===== src/multiset_reading_debouncer_defines.svh =====
// ----------------------------------------------------------------------------
// Assertion macros for the multiset reading debouncer
// Implication checks clocked on i_clk and held off while i_rst_n is low.
// ----------------------------------------------------------------------------
`ifndef MULTISET_READING_DEBOUNCER_DEFINES_SVH
`define MULTISET_READING_DEBOUNCER_DEFINES_SVH

// same-cycle implication
`define MRD_ASSERT_SAME(lbl, ante, cons, msg) \
    lbl: assert property (@(posedge i_clk) disable iff (!i_rst_n) (ante) |-> (cons)) \
        else $error(msg);

// next-cycle implication
`define MRD_ASSERT_NEXT(lbl, ante, cons, msg) \
    lbl: assert property (@(posedge i_clk) disable iff (!i_rst_n) (ante) |=> (cons)) \
        else $error(msg);

`endif


===== src/mrd_pkg.sv =====
// ----------------------------------------------------------------------------
// mrd_pkg
// Types and constants shared by the multiset reading debouncer.
// ----------------------------------------------------------------------------
`timescale 1ns / 1ps
`default_nettype none

package mrd_pkg;

    localparam int MAX_VALUES = 5;
    localparam int VALUE_BITS = 3;
    localparam int LEN_BITS   = 3;
    localparam int TIMER_BITS = 16;
    localparam int NUM_CODES  = 1 << VALUE_BITS;
    localparam int CNT_BITS   = $clog2(MAX_VALUES + 1);

    typedef logic [VALUE_BITS-1:0] t_val;
    typedef logic [LEN_BITS-1:0]   t_len;
    typedef logic [TIMER_BITS-1:0] t_timer;
    typedef logic [CNT_BITS-1:0]   t_cnt;

    localparam logic   MODE_TICK = 1'b0;
    localparam logic   MODE_OBS  = 1'b1;
    localparam t_timer TIMER_MAX = '1;
    localparam t_timer MIN_STABLE_RESET = TIMER_BITS'(1000);

    typedef struct packed {
        t_len                  len;
        t_val [MAX_VALUES-1:0] v;
    } t_hand;

    typedef struct packed {
        logic  accepted;
        t_hand hand;
    } t_result;

endpackage

`default_nettype wire


===== src/mrd_in_if.sv =====
// ----------------------------------------------------------------------------
// mrd_in_if
// Input channel: tick or observed hand, valid/ready handshake.
// ----------------------------------------------------------------------------
`timescale 1ns / 1ps
`default_nettype none

interface mrd_in_if;
    import mrd_pkg::*;

    logic valid;
    logic ready;
    logic mode;
    t_len hand_len;
    t_val value_0;
    t_val value_1;
    t_val value_2;
    t_val value_3;
    t_val value_4;

    modport source (
        output valid, mode, hand_len, value_0, value_1, value_2, value_3, value_4,
        input  ready
    );

    modport sink (
        input  valid, mode, hand_len, value_0, value_1, value_2, value_3, value_4,
        output ready
    );
endinterface

`default_nettype wire


===== src/mrd_out_if.sv =====
// ----------------------------------------------------------------------------
// mrd_out_if
// Result channel: accepted flag and stable hand, valid/ready handshake.
// ----------------------------------------------------------------------------
`timescale 1ns / 1ps
`default_nettype none

interface mrd_out_if;
    import mrd_pkg::*;

    logic valid;
    logic ready;
    logic accepted;
    t_len stable_len;
    t_val stable_value_0;
    t_val stable_value_1;
    t_val stable_value_2;
    t_val stable_value_3;
    t_val stable_value_4;

    modport source (
        output valid, accepted, stable_len, stable_value_0, stable_value_1,
               stable_value_2, stable_value_3, stable_value_4,
        input  ready
    );

    modport sink (
        input  valid, accepted, stable_len, stable_value_0, stable_value_1,
               stable_value_2, stable_value_3, stable_value_4,
        output ready
    );
endinterface

`default_nettype wire


===== src/mrd_lane.sv =====
// ----------------------------------------------------------------------------
// mrd_lane
// Counts one value code in the valid slots of two hands and compares counts.
// ----------------------------------------------------------------------------
`timescale 1ns / 1ps
`default_nettype none

module mrd_lane (
    input  mrd_pkg::t_val  i_code,
    input  mrd_pkg::t_hand i_a,
    input  mrd_pkg::t_hand i_b,
    output logic           o_eq
);
    import mrd_pkg::*;

    t_cnt cnt_a;
    t_cnt cnt_b;

    always_comb begin
        cnt_a = '0;
        cnt_b = '0;
        for (int i = 0; i < MAX_VALUES; i++) begin
            if ((LEN_BITS'(i) < i_a.len) && (i_a.v[i] == i_code)) begin
                cnt_a = cnt_a + CNT_BITS'(1);
            end
            if ((LEN_BITS'(i) < i_b.len) && (i_b.v[i] == i_code)) begin
                cnt_b = cnt_b + CNT_BITS'(1);
            end
        end
    end

    assign o_eq = (cnt_a == cnt_b);
endmodule

`default_nettype wire


===== src/mrd_match.sv =====
// ----------------------------------------------------------------------------
// mrd_match
// Multiset compare: one lane per value code, merged with the length check.
// ----------------------------------------------------------------------------
`timescale 1ns / 1ps
`default_nettype none

module mrd_match (
    input  mrd_pkg::t_hand i_a,
    input  mrd_pkg::t_hand i_b,
    output logic           o_eq
);
    import mrd_pkg::*;

    logic [NUM_CODES-1:0] lane_eq;

    for (genvar c = 0; c < NUM_CODES; c++) begin : g_lane
        mrd_lane u_lane (
            .i_code (VALUE_BITS'(c)),
            .i_a    (i_a),
            .i_b    (i_b),
            .o_eq   (lane_eq[c])
        );
    end

    assign o_eq = (i_a.len == i_b.len) && (&lane_eq);
endmodule

`default_nettype wire


===== src/mrd_obuf.sv =====
// ----------------------------------------------------------------------------
// mrd_obuf
// Two-entry result buffer: output register plus skid register.
// ----------------------------------------------------------------------------
`timescale 1ns / 1ps
`default_nettype none

module mrd_obuf (
    input  logic              i_clk,
    input  logic              i_rst_n,
    input  logic              i_push,
    input  mrd_pkg::t_result  i_data,
    output logic              o_ready,
    mrd_out_if.source         o_out
);
    import mrd_pkg::*;

    logic    r_main_valid;
    logic    r_skid_valid;
    t_result r_main;
    t_result r_skid;
    logic    pop;

    assign pop     = r_main_valid && o_out.ready;
    assign o_ready = !r_skid_valid;

    always_ff @(posedge i_clk) begin
        if (!i_rst_n) begin
            r_main_valid <= 1'b0;
            r_skid_valid <= 1'b0;
        end else if (r_skid_valid) begin
            if (pop) begin
                r_main_valid <= 1'b1;
                r_skid_valid <= 1'b0;
            end
        end else if (i_push) begin
            if (!r_main_valid || pop) begin
                r_main_valid <= 1'b1;
            end else begin
                r_skid_valid <= 1'b1;
            end
        end else if (pop) begin
            r_main_valid <= 1'b0;
        end
    end

    always_ff @(posedge i_clk) begin
        if (r_skid_valid) begin
            if (pop) begin
                r_main <= r_skid;
            end
        end else if (i_push) begin
            if (!r_main_valid || pop) begin
                r_main <= i_data;
            end else begin
                r_skid <= i_data;
            end
        end
    end

    assign o_out.valid          = r_main_valid;
    assign o_out.accepted       = r_main.accepted;
    assign o_out.stable_len     = r_main.hand.len;
    assign o_out.stable_value_0 = r_main.hand.v[0];
    assign o_out.stable_value_1 = r_main.hand.v[1];
    assign o_out.stable_value_2 = r_main.hand.v[2];
    assign o_out.stable_value_3 = r_main.hand.v[3];
    assign o_out.stable_value_4 = r_main.hand.v[4];
endmodule

`default_nettype wire


===== src/multiset_reading_debouncer.sv =====
// ----------------------------------------------------------------------------
// multiset_reading_debouncer
// Debounce filter for an unordered hand of small values.
// ----------------------------------------------------------------------------
// Usage:
//   i_in carries items: mode 0 is a time tick, mode 1 an observed hand of
//   hand_len values (lengths above five count as five). A tick advances a
//   saturating 16-bit stability timer and returns nothing. An observation
//   returns one item on o_out: the accepted flag and the accepted hand.
//   i_cfg_we / i_cfg_wdata write min_stable_ticks (reset value 1000).
//   An observation's result is registered in the result buffer and reaches
//   o_out behind earlier results. One item per cycle while i_in.ready is
//   high; the multiset compare runs in eight value-code lanes in parallel.
//   Reset clears candidate, accepted hand, timer and the result buffer.
//   Results sit in a two-entry buffer; i_in.ready drops only when both
//   entries are full, so one more item is taken while a result is stalled.
// ----------------------------------------------------------------------------
`timescale 1ns / 1ps
`default_nettype none

`include "multiset_reading_debouncer_defines.svh"

module multiset_reading_debouncer (
    input  logic               i_clk,
    input  logic               i_rst_n,
    input  logic               i_cfg_we,
    input  mrd_pkg::t_timer    i_cfg_wdata,
    mrd_in_if.sink             i_in,
    mrd_out_if.source          o_out
);
    import mrd_pkg::*;

    t_timer  r_min_stable;
    t_hand   r_cand;
    t_hand   r_acc;
    t_timer  r_timer;
    t_hand   n_cand;
    t_hand   n_acc;
    t_timer  n_timer;

    t_hand   obs;
    t_len    obs_len;
    t_val [MAX_VALUES-1:0] raw;
    logic    obs_eq;
    logic    cand_eq_acc;
    logic    in_acc;
    logic    push;
    logic    made_new;
    logic    buf_ready;
    t_result result;

    assign raw = {i_in.value_4, i_in.value_3, i_in.value_2, i_in.value_1, i_in.value_0};
    assign obs_len = (i_in.hand_len > LEN_BITS'(MAX_VALUES)) ? LEN_BITS'(MAX_VALUES)
                                                             : i_in.hand_len;

    always_comb begin
        obs.len = obs_len;
        for (int i = 0; i < MAX_VALUES; i++) begin
            obs.v[i] = (LEN_BITS'(i) < obs_len) ? raw[i] : '0;
        end
    end

    mrd_match u_match_obs (
        .i_a  (r_cand),
        .i_b  (obs),
        .o_eq (obs_eq)
    );

    mrd_match u_match_acc (
        .i_a  (r_acc),
        .i_b  (r_cand),
        .o_eq (cand_eq_acc)
    );

    assign in_acc = i_in.valid && i_in.ready;
    assign push   = in_acc && (i_in.mode == MODE_OBS);

    always_comb begin
        n_cand   = r_cand;
        n_acc    = r_acc;
        n_timer  = r_timer;
        made_new = 1'b0;
        if (in_acc) begin
            if (i_in.mode == MODE_TICK) begin
                if (r_timer != TIMER_MAX) begin
                    n_timer = r_timer + TIMER_BITS'(1);
                end
            end else if (!obs_eq) begin
                n_cand  = obs;
                n_timer = '0;
            end else if (r_timer > r_min_stable) begin
                n_timer = '0;
                if (!cand_eq_acc) begin
                    n_acc    = r_cand;
                    made_new = 1'b1;
                end
            end
        end
    end

    always_ff @(posedge i_clk) begin
        if (!i_rst_n) begin
            r_min_stable <= MIN_STABLE_RESET;
            r_cand       <= '0;
            r_acc        <= '0;
            r_timer      <= '0;
        end else begin
            if (i_cfg_we) begin
                r_min_stable <= i_cfg_wdata;
            end
            r_cand  <= n_cand;
            r_acc   <= n_acc;
            r_timer <= n_timer;
        end
    end

    assign result.accepted = made_new;
    assign result.hand     = n_acc;

    mrd_obuf u_obuf (
        .i_clk   (i_clk),
        .i_rst_n (i_rst_n),
        .i_push  (push),
        .i_data  (result),
        .o_ready (buf_ready),
        .o_out   (o_out)
    );

    assign i_in.ready = buf_ready;

    `MRD_ASSERT_NEXT(a_timer_clear, made_new, r_timer == '0, "timer not cleared on accept")
    `MRD_ASSERT_SAME(a_accept_cause, made_new, obs_eq && !cand_eq_acc, "bad accept")
    `MRD_ASSERT_NEXT(a_acc_is_cand, made_new, cand_eq_acc, "accepted hand not candidate")
    `MRD_ASSERT_SAME(a_stall_full, !i_in.ready, o_out.valid, "stall with empty output")
endmodule

`default_nettype wire


===== src/flat_wrapper.sv =====
// flat-port wrapper written by rule: the top's interface ports become plain ports
module multiset_reading_debouncer_flat import mrd_pkg::*;
  (i_clk, i_rst_n, i_cfg_we, i_cfg_wdata, i_in_valid, i_in_mode, i_in_hand_len, i_in_value_0, i_in_value_1, i_in_value_2, i_in_value_3, i_in_value_4, i_in_ready, o_out_valid, o_out_accepted, o_out_stable_len, o_out_stable_value_0, o_out_stable_value_1, o_out_stable_value_2, o_out_stable_value_3, o_out_stable_value_4, o_out_ready);
  mrd_in_if i_in_i ();
  mrd_out_if o_out_i ();
  input  logic i_clk;
  input  logic i_rst_n;
  input  logic i_cfg_we;
  input  mrd_pkg::t_timer i_cfg_wdata;
  input wire logic [$bits(i_in_i.valid)-1:0] i_in_valid;
  input wire logic [$bits(i_in_i.mode)-1:0] i_in_mode;
  input wire logic [$bits(i_in_i.hand_len)-1:0] i_in_hand_len;
  input wire logic [$bits(i_in_i.value_0)-1:0] i_in_value_0;
  input wire logic [$bits(i_in_i.value_1)-1:0] i_in_value_1;
  input wire logic [$bits(i_in_i.value_2)-1:0] i_in_value_2;
  input wire logic [$bits(i_in_i.value_3)-1:0] i_in_value_3;
  input wire logic [$bits(i_in_i.value_4)-1:0] i_in_value_4;
  output wire logic [$bits(i_in_i.ready)-1:0] i_in_ready;
  output wire logic [$bits(o_out_i.valid)-1:0] o_out_valid;
  output wire logic [$bits(o_out_i.accepted)-1:0] o_out_accepted;
  output wire logic [$bits(o_out_i.stable_len)-1:0] o_out_stable_len;
  output wire logic [$bits(o_out_i.stable_value_0)-1:0] o_out_stable_value_0;
  output wire logic [$bits(o_out_i.stable_value_1)-1:0] o_out_stable_value_1;
  output wire logic [$bits(o_out_i.stable_value_2)-1:0] o_out_stable_value_2;
  output wire logic [$bits(o_out_i.stable_value_3)-1:0] o_out_stable_value_3;
  output wire logic [$bits(o_out_i.stable_value_4)-1:0] o_out_stable_value_4;
  input wire logic [$bits(o_out_i.ready)-1:0] o_out_ready;
  assign i_in_i.valid = i_in_valid;
  assign i_in_i.mode = i_in_mode;
  assign i_in_i.hand_len = i_in_hand_len;
  assign i_in_i.value_0 = i_in_value_0;
  assign i_in_i.value_1 = i_in_value_1;
  assign i_in_i.value_2 = i_in_value_2;
  assign i_in_i.value_3 = i_in_value_3;
  assign i_in_i.value_4 = i_in_value_4;
  assign i_in_ready = i_in_i.ready;
  assign o_out_valid = o_out_i.valid;
  assign o_out_accepted = o_out_i.accepted;
  assign o_out_stable_len = o_out_i.stable_len;
  assign o_out_stable_value_0 = o_out_i.stable_value_0;
  assign o_out_stable_value_1 = o_out_i.stable_value_1;
  assign o_out_stable_value_2 = o_out_i.stable_value_2;
  assign o_out_stable_value_3 = o_out_i.stable_value_3;
  assign o_out_stable_value_4 = o_out_i.stable_value_4;
  assign o_out_i.ready = o_out_ready;
  multiset_reading_debouncer u_core (.i_clk(i_clk), .i_rst_n(i_rst_n), .i_cfg_we(i_cfg_we), .i_cfg_wdata(i_cfg_wdata), .i_in(i_in_i), .o_out(o_out_i));
endmodule

===== config.mk =====
export PLATFORM = sky130hd
export DESIGN_NAME = multiset_reading_debouncer_flat
export DESIGN_NICKNAME = d
export VERILOG_FILES = /design/src/mrd_pkg.sv /design/src/mrd_in_if.sv /design/src/mrd_out_if.sv /design/src/mrd_lane.sv /design/src/mrd_match.sv /design/src/mrd_obuf.sv /design/src/multiset_reading_debouncer.sv /design/src/flat_wrapper.sv
export VERILOG_INCLUDE_DIRS = /design/src /design/src/src
export SDC_FILE = /design/constraint.sdc
export NUM_CORES = 1
export LEC_CHECK = 0
export BUFFER_PORTS_ARGS = -buffer_cell sky130_fd_sc_hd__buf_2
export CELL_PAD_IN_SITES_DETAIL_PLACEMENT = 0
export CELL_PAD_IN_SITES_GLOBAL_PLACEMENT = 2
export CORE_MARGIN = 4
export CORE_UTILIZATION = 30
export DETAILED_ROUTE_END_ITERATION = 8
export PLACE_DENSITY_LB_ADDON = 0.3
export SKIP_CTS_REPAIR_TIMING = 1
export SYNTH_ARGS = -nofsm -noshare
export SYNTH_HDL_FRONTEND = slang
export SYNTH_HIERARCHICAL = 1
export SYNTH_SLANG_ARGS = --single-unit
export TNS_END_PERCENT = 50

===== constraint.sdc =====
create_clock -name i_clk -period 6.7 [get_ports i_clk]
set_clock_uncertainty 0.1 [all_clocks]
set_input_delay 0.67 -clock i_clk [delete_from_list [all_inputs] [get_ports i_clk]]
set_output_delay 0.67 -clock i_clk [all_outputs]
set_load 0.05 [all_outputs]

Yosys cells after proc, flatten, opt, wreduce, memory -nomap -nowiden --
Index checks and enable logic that the tools add are counted.
Storage, ports and cells: output and inout bits 21, flip-flop bits (word level) 108
Operators by class: bitwise gates (word level) 3, muxes and demuxes 153, $add $sub $neg 97, equality and inequality tests 127, reductions and logical operators 154, $lt $le $gt $ge 17
Operators by type and width (count):
- 2-to-1 mux 3 bit | 102
- adder 3 x 1 -> 3 bit, second input constant | 74
- == test 3 bit, second input constant | 60
- logical AND 1 bit | 125
- == test 3 x 2 -> 1 bit, second input constant | 30
- 2-to-1 mux 18 bit | 5
- 2-to-1 mux 19 bit | 4
- 2-to-1 mux 16 bit | 4
- == test 3 bit | 18
- == test 3 x 1 -> 1 bit, second input constant | 15
- zero test 3 bit | 15
- adder 1 x 1 -> 2 bit, second input constant | 22
- 2-to-1 mux 1 bit | 38
- < comparator 1 x 3 -> 1 bit, first input constant | 6
- < comparator 2 x 3 -> 1 bit, first input constant | 6
- adder 16 x 1 -> 16 bit, second input constant | 1
- greater-than comparator 16 bit | 1
- != test 16 bit, second input constant | 1
- AND reduction 8 bit | 2
- AND reduction 3 bit | 5
- < comparator 3 bit, first input constant | 3
- nonzero test 2 bit | 4
- != test 3 bit, second input constant | 2
- greater-than comparator 3 bit, second input constant | 1
- 4 further kinds | 7

Longest topological paths before layout --
Gate-level depths: netlist (run 1).
depth in word-level cells 24, depth in mapped cells 24, gate-level depth less buffers 21

By module --
The synthesis (run 1) kept the hierarchy.
By module, submodules not included:
- mrd_lane | times used 16, cells an instance 99, area each 840.8 sq um
- multiset_reading_debouncer | times used 1, cells an instance 375, area each 3345.7 sq um
- mrd_obuf | times used 1, cells an instance 74, area each 1579.0 sq um
- mrd_match | times used 2, cells an instance 9, area each 61.3 sq um

Least setup slack after synthesis (run 1) --
No wires, ideal clock.
path type input-to-reg, start input i_in_hand_len[2], end register u_core.u_obuf.r_main, in the netlist u_core/u_obuf/o_out.stable_value_4[1], data pin, stages on the path 19, arrival 5.890 ns, library setup time 0.260 ns, setup slack 0.450 ns, cells stage by stage clkbuf_1 > nor2b_1 > a21oi_1 > nor4_4 > mux2i_1 > ha_1 > mux2_2 > ha_1 > nand2_1 > xnor2_1 > xnor3_1 > nor3_1 > nand4_1 > nor3_2 > nor3b_1 > nand3_4 > buf_6 > mux2_1 > mux2_4
RTL lines:
- from (decl) | line flat_wrapper.sv:12 | input wire logic [$bits(i_in_i.hand_len)-1:0] i_in_hand_len;
- to (signal assigned) | line mrd_obuf.sv:50 | r_main <= r_skid;
- to (signal assigned) | line mrd_obuf.sv:54 | r_main <= i_data;
- to (decl) | line mrd_obuf.sv:20 | t_result r_main;

==> impl_results.md, run 1 <==
* CP Data Arrival Time at 6.37 ns
* Clock slew at reported path FFs at 0.07 ns
* Slew Limit Fails at 0
* Synth top area share at 15.4%
* First-pass DRT Iterations at 4
* Layout cells sized above 1 at 13.5%
* Register area at 0.00255 mm2
* Worst setup startpoint: i_in_hand_len[2]
* Largest stage delay on the critical path at 0.49 ns
* Post-Route WL at 56.9 mm
* Hold Path Depth at 2
* DRC errors left at 0
* Status: finished clean
* CP max FO at 19
* Met2 WL at 27.3 mm
* Met3 wire length at 1.48 mm
* Final Hold Vio Count at 0
* Initial drt markers at 890
* Die area at 0.0657 mm2
* Seq/Total Area, Yosys at 13.7%
* GP Congestion at 0.812
* CTS buffer count at 9
* Port Buffers at 60
* Total clock sinks at 108
* Slew HR at 31.4%
* Total number of vias at 14966
* H-Tree Depth at 3
* Place WS at -0.374 ns
* Clock Tree Buf Depth at 2
* Clock Latency Late Sink at 0.36 ns
* Gr usage total at 16.6%
* Worst path cell trace: buf_2, nor3_1, nor2b_1, buf_4, xor2_1, nor2_1, o311a_1, ha_1, xor2_1, ha_1, mux2_2, ha_1, nand2_1, xnor2_1, xnor3_1, nor3_1, nand4_1, nor3_2, nor3b_1, nand3_4, mux2_1, mux2_4
* # nets final at 2350
* Filler cell count at 6235
* Min-Delay Path Class: reg2reg
* Worst Max-Slew Pin Slew at 1.03 ns
* Top Metal Used: met4
* Critical Path Most Common Cell: ha_1
* Worst Hold Launch: u_core/r_min_stable[6]
* # diodes at 0
* Setup violators final at 0
* Root Buffer: clkbuf_16
* Leakage at 0.00878 uW
* Antenna Violating Nets Remaining at 0
* Dpl hpwl at 40.7 mm
* Die W at 256 um
* Multi-input gate area at 0.0150 mm2
* Area Growth Syn to Fin at 9.41%
* Max Cap Viol at 0
* EDFF count, synth at 38
* Vias in the first global route at 14750
* First-pass GRT wire length at 87.3 mm
* RSZ-0062 raised after global routing: no
* Reg2reg setup slack at 0.61 ns
* Tcrit/Tclk final at 94.9%
* # IOs at 61
* FMAX at 157 MHz
* Worst vdd ir at 0.000104 V
* Syn avg cell area at 9.02 um2
* Met1 wire length at 27.0 mm
* Setup Crit Path Kind: in2reg
* Final worst slack at 0.340 ns
* Total Neg Setup Slack at 0 ns
* Syn Inst Count at 2051
* Largest area contributor in the netlist: xnor2_1
* CP max-delay cell: nor2b_1
* Via density at 5.07
* Power per Cell Area at 101 mW/mm2
* Placed Instance Area at 0.0200 mm2
* CP Capture Type: register
* Largest net degree at the start of global routing at 57
* Async SR Flop Fraction at 0%
* # rows at 90
* Worst flop-to-flop path endpoint: u_core/u_obuf/o_out.stable_value_4[1]
* Reg2reg path depth at 19
* Critical Path RT at 6.71 ns
* Netlist Area Pre-Place at 0.0185 mm2
* Core Footprint at 0.0607 mm2
* Synth area leaders: xnor2_1, xor2_1, ha_1
* YS warnings at 6
* Critical path destination: u_core/u_obuf/o_out.stable_value_4[1]
* CTS tree: done
* Crit path launch type: input port
* Antenna violations before repair at 1
* WHS at 0.392 ns
* WL/cell at 19.3 um
* RR Startpoint: u_core/r_cand[2]
* Layout Cell Area excl Fill at 0.0202 mm2
* Initial Utilization at 30.5%
* Synthesis-stage register bit count at 108
* Synth Flop Type: dfxtp_1
* Die Ht at 256 um
* Tmin final at 6.36 ns
* Post-synthesis cell type count at 57
* Remaining Overflow, GRT at 0
==> where the power goes <==
part | switching (uW) | total, uW | internal, uW
Combinational | 477 | 811 | 334
Clock | 254 | 509 | 256
Sequential | 30.3 | 721 | 691
Total | 761 | 2040 | 1280
==> state kept, by name, indices dropped and copies added, names as in the netlist <==
signal	flops
u_core/r_acc	18
u_core/r_cand	18
u_core/r_min_stable	16
u_core/r_timer	16
u_core/u_obuf/o_out.accepted	1
u_core/u_obuf/o_out.stable_len	3
u_core/u_obuf/o_out.stable_value_0	3
u_core/u_obuf/o_out.stable_value_1	3
u_core/u_obuf/o_out.stable_value_2	3
u_core/u_obuf/o_out.stable_value_3	3
u_core/u_obuf/o_out.stable_value_4	3
u_core/u_obuf/o_out.valid	1
u_core/u_obuf/r_skid	19
u_core/u_obuf/r_skid_valid	1
==> cell type report <==
type / count / share of cell area (%)
Multi-Input combinational cell: 1765 / 74.1
Sequential cell: 108 / 12.6
Tap cell: 782 / 4.83
Timing Repair Buffer: 130 / 4.33
Inverter: 151 / 2.80
Clock buffer: 11 / 1.15
Clock inverter: 5 / 0.185
==> layer usage <==
metal / track usage, % / up-vias
met1: 22.4 / 7262
met5: 0 / -
met4: 4.04 / 0
met3: 1.20 / 61
met2: 29.0 / 243
li1: - / 7400
==> per-stage QoR <==
step,cells,power (uW),util (%)
after CTS,2952,2040,33.3
after floorplan,2095,1360,-
after global routing,2952,2160,33.3
after global placement,2936,1510,32.9
after detailed placement,2936,1520,32.9
final,2952,2040,33.3
==> cells by family (layout without fill, tap and decap cells) <==
group | Yosys count | in the layout | share of synthesized area [%]
compound gates | 310 | 310 | 11.8
xor+xnor | 662 | 662 | 35.3
other cells | 4 | 48 | 0.0811
mux | 84 | 84 | 5.23
buf+inv | 222 | 297 | 6.11
fa+ha+maj | 145 | 145 | 9.81
flops | 108 | 108 | 13.7
simple gates | 516 | 516 | 17.9
==> synthesized netlist by cell type, types with 36 or more instances <==
cell      number
o21ai_0       39
dfxtp_1       70
nand4_1       43
xnor2_1      326
nand2_1      129
ha_1         145
o211ai_1      39
nor2_1        58
inv_1        151
xor2_1       288
nand3_1       42
mux2_2        36
nor2b_1       41
edfxtp_1      38
a21oi_1       90
==> cells in the final DEF, fill, tap and decap left out, drive strengths merged, types with 44 or more instances in the layout <==
cell   instances
xnor2        342
mux2          53
inv          153
dfxtp         70
ha           145
nor2          58
conb          48
a21oi         91
nand2        129
buf          130
nand4         44
nor4          65
xor2         288
==> worst max-delay path, delay by kind of cell <==
| kind | cells | cell delay (ns) |
|---|---|---|
| fa+ha+maj | 3 | 0.71 |
| compound gates | 1 | 0.18 |
| buf+inv | 2 | 0.43 |
| mux | 3 | 1.00 |
| simple gates | 9 | 2.50 |
| xor+xnor | 4 | 0.86 |
==> worst min-delay path by stage <==
stage                                         to  slack (ns)
after floorplan           u_core/r_min_stable[3]        0.36
after global placement    u_core/r_min_stable[8]        0.38
after detailed placement  u_core/r_min_stable[9]        0.38
after CTS                 u_core/r_min_stable[6]        0.40
after global routing      u_core/r_min_stable[3]        0.43
final                     u_core/r_min_stable[6]        0.39
(Power assumes the default switching activity.)
==> run 2: changes to the inputs <==
- ABC_AREA: unset -> 1
==> run 2 against run 1 <==
Against the previous run: first-iteration DRC count rose by 76%; combinational power is 59% higher; clock power is 13% higher; non-clock buffer count shrank 1; sequential power is 6.1% higher; cell count up 98%; register-to-register slack better by 0.16 ns; critical path depth increased by 10; largest cell class unchanged.
==> impl_results.md, run 2 <==
* Most frequent cells after synthesis: nand2_1, inv_1, nand3_1
* Max Cap Viol at 0
* Initial drt markers at 1563
* Worst Max-Slew Pin Slew at 1.12 ns
* Initial Utilization at 30.4%
* Tcrit/Tclk final at 89.3%
* Async SR Flop Fraction at 0%
* Clock slew at reported path FFs at 0.08 ns
* WHS at 0.374 ns
* CP max-delay cell: inv_1
* Port Buffers at 60
* GP Congestion at 0.789
* Placed Instance Area at 0.0275 mm2
* # IOs at 61
* Most flops, register: u_core/u_obuf/r_skid
* Antenna Violating Nets Remaining at 0
* Power per Cell Area at 94.7 mW/mm2
* Seq/Total Area, Yosys at 9.76%
* Worst flop-to-flop path endpoint: u_core/u_obuf/o_out.stable_value_1[0]
* Vias in the first global route at 24258
* Power, Total at 2640 uW
* Die area at 0.0916 mm2
* Total clock sinks at 108
* Multi-input gate area at 0.0200 mm2
* Worst vdd ir at 0.000105 V
* Netlist Area Pre-Place at 0.0260 mm2
* CP Capture Type: register
* Synth Flop Type: dfxtp_1
* Dpl hpwl at 66.2 mm
* FMAX at 167 MHz
* CTS tree: done
* Synthesis-stage register bit count at 108
* Synth top area share at 23.8%
* Remaining Overflow, GRT at 0
* Die W at 303 um
* Gr usage total at 19.3%
* Clock Latency Late Sink at 0.38 ns
* Worst Hold Launch: u_core/r_min_stable[15]
* Area Growth Syn to Fin at 6.92%
* Slew HR at 25.5%
* Critical Path Most Common Cell: nand2_1
* Tmin final at 5.98 ns
* Critical Path RT at 6.85 ns
* Util after Layout at 32.5%
* Reg2reg setup slack at 0.77 ns
* Die Ht at 303 um
* EDFF count, synth at 38
* First-pass GRT wire length at 139 mm
* RR Startpoint: u_core/r_cand[16]
* Register area at 0.00257 mm2
* First-pass DRT Iterations at 5
* CP max FO at 17
* Worst setup startpoint: i_in_hand_len[2]
* Filler cell count at 9849
* Post-synthesis cell type count at 42
* Crit path launch type: input port
* Clock Tree Buf Depth at 2
* Min-Delay Path Class: reg2reg
* Reg2reg path depth at 29
* Largest area contributor in the netlist: nand2_1
* Count leader, synth: nand2_1
* Syn avg cell area at 5.66 um2
* H-Tree Depth at 3
* # rows at 107
* WL/cell at 15.3 um
* Root Buffer: clkbuf_16
* # nets final at 4881
* Largest stage delay on the critical path at 0.35 ns
* Via density at 4.51
* Antenna violations before repair at 0
* Total Neg Setup Slack at 0 ns
* Syn Inst Count at 4602
* Layout Cell Area excl Fill at 0.0278 mm2
* Setup violators final at 0
* Largest regs: u_core/u_obuf/r_skid: 19 flops, u_core/r_acc: 18 flops, u_core/r_cand: 18 flops
* Final Hold Vio Count at 0
* Largest net degree at the start of global routing at 41
* Most common cell after layout, fill and taps aside: nand2_1
* Leakage at 0.0148 uW
* Post-Route WL at 89.2 mm
* Total number of vias at 26354
* RSZ-0062 raised after global routing: no
* Max FFs per register at 19
* Critical path destination: u_core/u_obuf/o_out.stable_value_1[0]
* # diodes at 0
* Synth area leaders: nand2_1, inv_1, nand2_2
* Slew Limit Fails at 0
* CP Data Arrival Time at 6.13 ns
* Core Footprint at 0.0857 mm2
* Status: finished clean
* Setup Crit Path Kind: in2reg
* DRC errors left at 0
* YS warnings at 6
* Most frequent cells in the layout: nand2_1, inv_1, nand3_1
* Layout cells sized above 1 at 20.2%
* CTS buffer count at 9
-- run 2: cell count changes in the layout (fill, tap and decap cells not counted), moves of 63 or more --
cell      before   now
nor2_2         0    99
xnor2_1      326     5
nor2_1        58   293
nand3_1       42   352
nand2_1      129  1650
or2_2          1    80
nand2_2        0   349
inv_1        151   622
nand3b_1       1    64
nor2_4         0    80
xor2_1       288   121
-- run 2: per-layer routing --
layer	GRT usage [%]	up-vias	wire, um
met5	0	-	0
met4	3.85	0	1840
met3	1.32	73	2520
met2	33.3	344	41200
met1	26.5	11664	43600
li1	-	14273	-
-- run 2: cell type report --
class,instances,area share (%)
Clock buffer,9,0.809
Timing Repair Buffer,129,3.12
Multi-Input combinational cell,3760,71.8
Inverter,688,9.56
Sequential cell,108,9.21
Tap cell,1144,5.14
Clock inverter,7,0.310
-- run 2: per-stage QoR --
stage / worst slack, ns / cells
final: 0.717 / 5845
after global routing: 0.207 / 5845
after CTS: 0.727 / 5845
after detailed placement: 0.310 / 5829
after global placement: 0.400 / 5829
after floorplan: 0.890 / 4662
-- run 2: cell families after synthesis --
logic type                 count (synthesis)  share of synthesized area, %
buffers and inverters                    794                          14.3
adders and majority gates                145                          6.97
other                                      4                        0.0576
DFF                                      108                          9.76
xor gates and xnor gates                 126                          4.24
AOI/OAI and AO/OA                        221                          5.05
and+or+nand+nor                         3204                          59.6
-- run 2: worst min path at each step --
stage	to	slack [ns]	depth (start not counted)
after global placement	u_core/r_min_stable[15]	0.37	2
after global routing	u_core/r_min_stable[15]	0.39	2
after CTS	u_core/r_min_stable[15]	0.38	2
after floorplan	u_core/r_min_stable[15]	0.34	2
final	u_core/r_min_stable[15]	0.37	2
after detailed placement	u_core/r_min_stable[15]	0.36	2
-- run 2: where the power goes --
| group | leakage (uW) | internal [uW] | switching [uW] | total [uW] |
|---|---|---|---|---|
| combinational | 0.0137 | 429 | 866 | 1290 |
| clock | 0.000151 | 270 | 306 | 576 |
| sequential | 0.000976 | 695 | 70.2 | 765 |
| total | 0.0148 | 1390 | 1240 | 2640 |
-- run 2: worst max-delay path: cells and delay by family --
kind | cells | cell delay [ns]
adder cells (fa/ha/maj) | 3 | 0.84
buffers and inverters | 3 | 0.90
AND/OR/NAND/NOR | 26 | 3.69
==> run 3: changes to the inputs <==
- REMOVE_ABC_BUFFERS: unset -> 1
==> run 3 against run 2 <==
Against the previous run: core utilization shrank 0.073 points; cell count is essentially flat; wire length shrank 0.56%; global-route usage shrank 0.11 points; critical path depth is the same; register-to-register slack gained 0.31 ns; first-iteration DRC count grew 0.96%; worst setup slack gained 0.32 ns; critical path type unchanged.
==> impl_results.md, run 3 (synthesized netlist as in run 2, its figures left out) <==
* Worst Hold Launch: u_core/r_min_stable[9]
* CTS tree: done
* H-Tree Depth at 3
* Antenna Violating Nets Remaining at 0
* Clock slew at reported path FFs at 0.08 ns
* Clock Latency Late Sink at 0.38 ns
* Critical Path Most Common Cell: nand2_1
* Dpl hpwl at 66.2 mm
* Reg2reg path depth at 29
* Post-Route WL at 88.7 mm
* Initial drt markers at 1578
* DRC errors left at 0
* Die Ht at 303 um
* Crit path launch type: input port
* RR Startpoint: u_core/r_cand[16]
* Largest net degree at the start of global routing at 38
* Clock Tree Buf Depth at 2
* WHS at 0.378 ns
* Worst vdd ir at 0.000107 V
* Initial Utilization at 30.4%
* Int Power at 1380 uW
* Setup violators final at 0
* Port Buffers at 60
* Worst flop-to-flop path endpoint: u_core/u_obuf/o_out.stable_value_3[2]
* Min-Delay Path Class: reg2reg
* FMAX at 177 MHz
* Sw Pwr at 1230 uW
* # nets final at 4878
* Root Buffer: clkbuf_16
* RSZ-0062 raised after global routing: no
* Max FFs per register at 19
* CP max-delay cell: inv_1
* Antenna violations before repair at 0
* Hold endpoint: u_core/r_min_stable[9]
* Largest regs: u_core/u_obuf/r_skid: 19 flops, u_core/r_acc: 18 flops, u_core/r_cand: 18 flops
* Core Footprint at 0.0857 mm2
* Reg2reg setup slack at 1.08 ns
* Remaining Overflow, GRT at 0
* Largest stage delay on the critical path at 0.33 ns
* First-pass GRT wire length at 139 mm
* Power per Cell Area at 94.1 mW/mm2
* Tmin final at 5.66 ns
* CTS buffer count at 9
* # IOs at 61
* CP Capture Type: register
* Total clock sinks at 108
* Flop pwr share at 29.6%
* CP Data Arrival Time at 5.80 ns
* Die W at 303 um
* Worst Max-Slew Pin Slew at 1.12 ns
* # rows at 107
* Via density at 4.47
* Combinational Power Share at 48.9%
* Slew HR at 25.0%
* Most flops, register: u_core/u_obuf/r_skid
* Gr usage total at 19.2%
* WL/cell at 15.2 um
* Most common cell after layout, fill and taps aside: nand2_1
* Tcrit/Tclk final at 84.5%
* Hold Path Depth at 2
* Layout cells sized above 1 at 20.2%
* Area Growth Syn to Fin at 6.68%
* Setup Crit Path Kind: in2reg
* GP Congestion at 0.812
* Status: finished clean
* First-pass DRT Iterations at 5
* Critical Path RT at 6.84 ns
* Total Neg Setup Slack at 0 ns
* Most frequent cells in the layout: nand2_1, inv_1, nand3_1
* Total number of vias at 26142
* Clock Power Share at 21.5%
* Switching Share at 47.0%
* Leakage at 0.0148 uW
* Slew Limit Fails at 0
* Final Hold Vio Count at 0
* CP max FO at 18
* Vias in the first global route at 24252
* # diodes at 0
* Die area at 0.0916 mm2
* Max Cap Viol at 0
==> run 3: per-stage QoR <==
stage	total power, uW	std cells	setup slack, ns	util (%)	area, um2
3_3_place_gp	2030	5826	0.655	32.1	27500
2_1_floorplan	1700	4556	1.05	-	25200
5_1_grt	2820	5842	0.461	32.4	27800
3_5_place_dp	2030	5826	0.591	32.1	27500
4_1_cts	2600	5842	0.974	32.4	27800
6_report	2610	5842	1.04	32.4	27800
==> run 3: power by group through the flow <==
stage	Clock [uW]	Combinational, uW	Sequential [uW]
5_1_grt	598	1440	777
3_3_place_gp	0	1240	792
6_report	563	1280	774
2_1_floorplan	0	917	781
3_5_place_dp	0	1240	791
4_1_cts	576	1250	776
==> run 3: worst max-delay path: cells and delay by family <==
family                     cells  cell delay [ns]
adders and majority gates      3             0.84
buffers and inverters          3             0.87
and+or+nand+nor               26             3.41
==> run 3: final cells by class <==
cell class,instances,area (um2)
Tap cell,1144,1430
Clock buffer,9,225
Inverter,688,2660
Multi-Input combinational cell,3760,20000
Timing Repair Buffer,126,821
Fill cell,9811,57900
Sequential cell,108,2570
Clock inverter,7,70.1
==> run 3: worst max path at each step <==
stage | start | to | slack (ns) | cells past startpoint
after floorplan | i_in_hand_len[1] | u_core/u_obuf/o_out.stable_len[2] | 1.05 | 30
after global placement | i_in_hand_len[2] | u_core/u_obuf/o_out.stable_value_3[2] | 0.66 | 32
after detailed placement | i_in_hand_len[2] | u_core/u_obuf/o_out.stable_value_3[2] | 0.59 | 32
after CTS | i_in_hand_len[2] | u_core/u_obuf/o_out.stable_value_3[2] | 0.97 | 32
after global routing | i_in_hand_len[2] | u_core/u_obuf/o_out.stable_value_4[2] | 0.46 | 35
final | i_in_hand_len[2] | u_core/u_obuf/o_out.stable_value_3[2] | 1.04 | 32
==> run 3: metal layers <==
layer	wire length [um]	up-vias	global-route usage [%]
li1	-	14261	-
met1	44000	11573	26.3
met2	41700	273	33.8
met3	2040	35	1.32
met4	983	0	2.39
met5	0	-	0
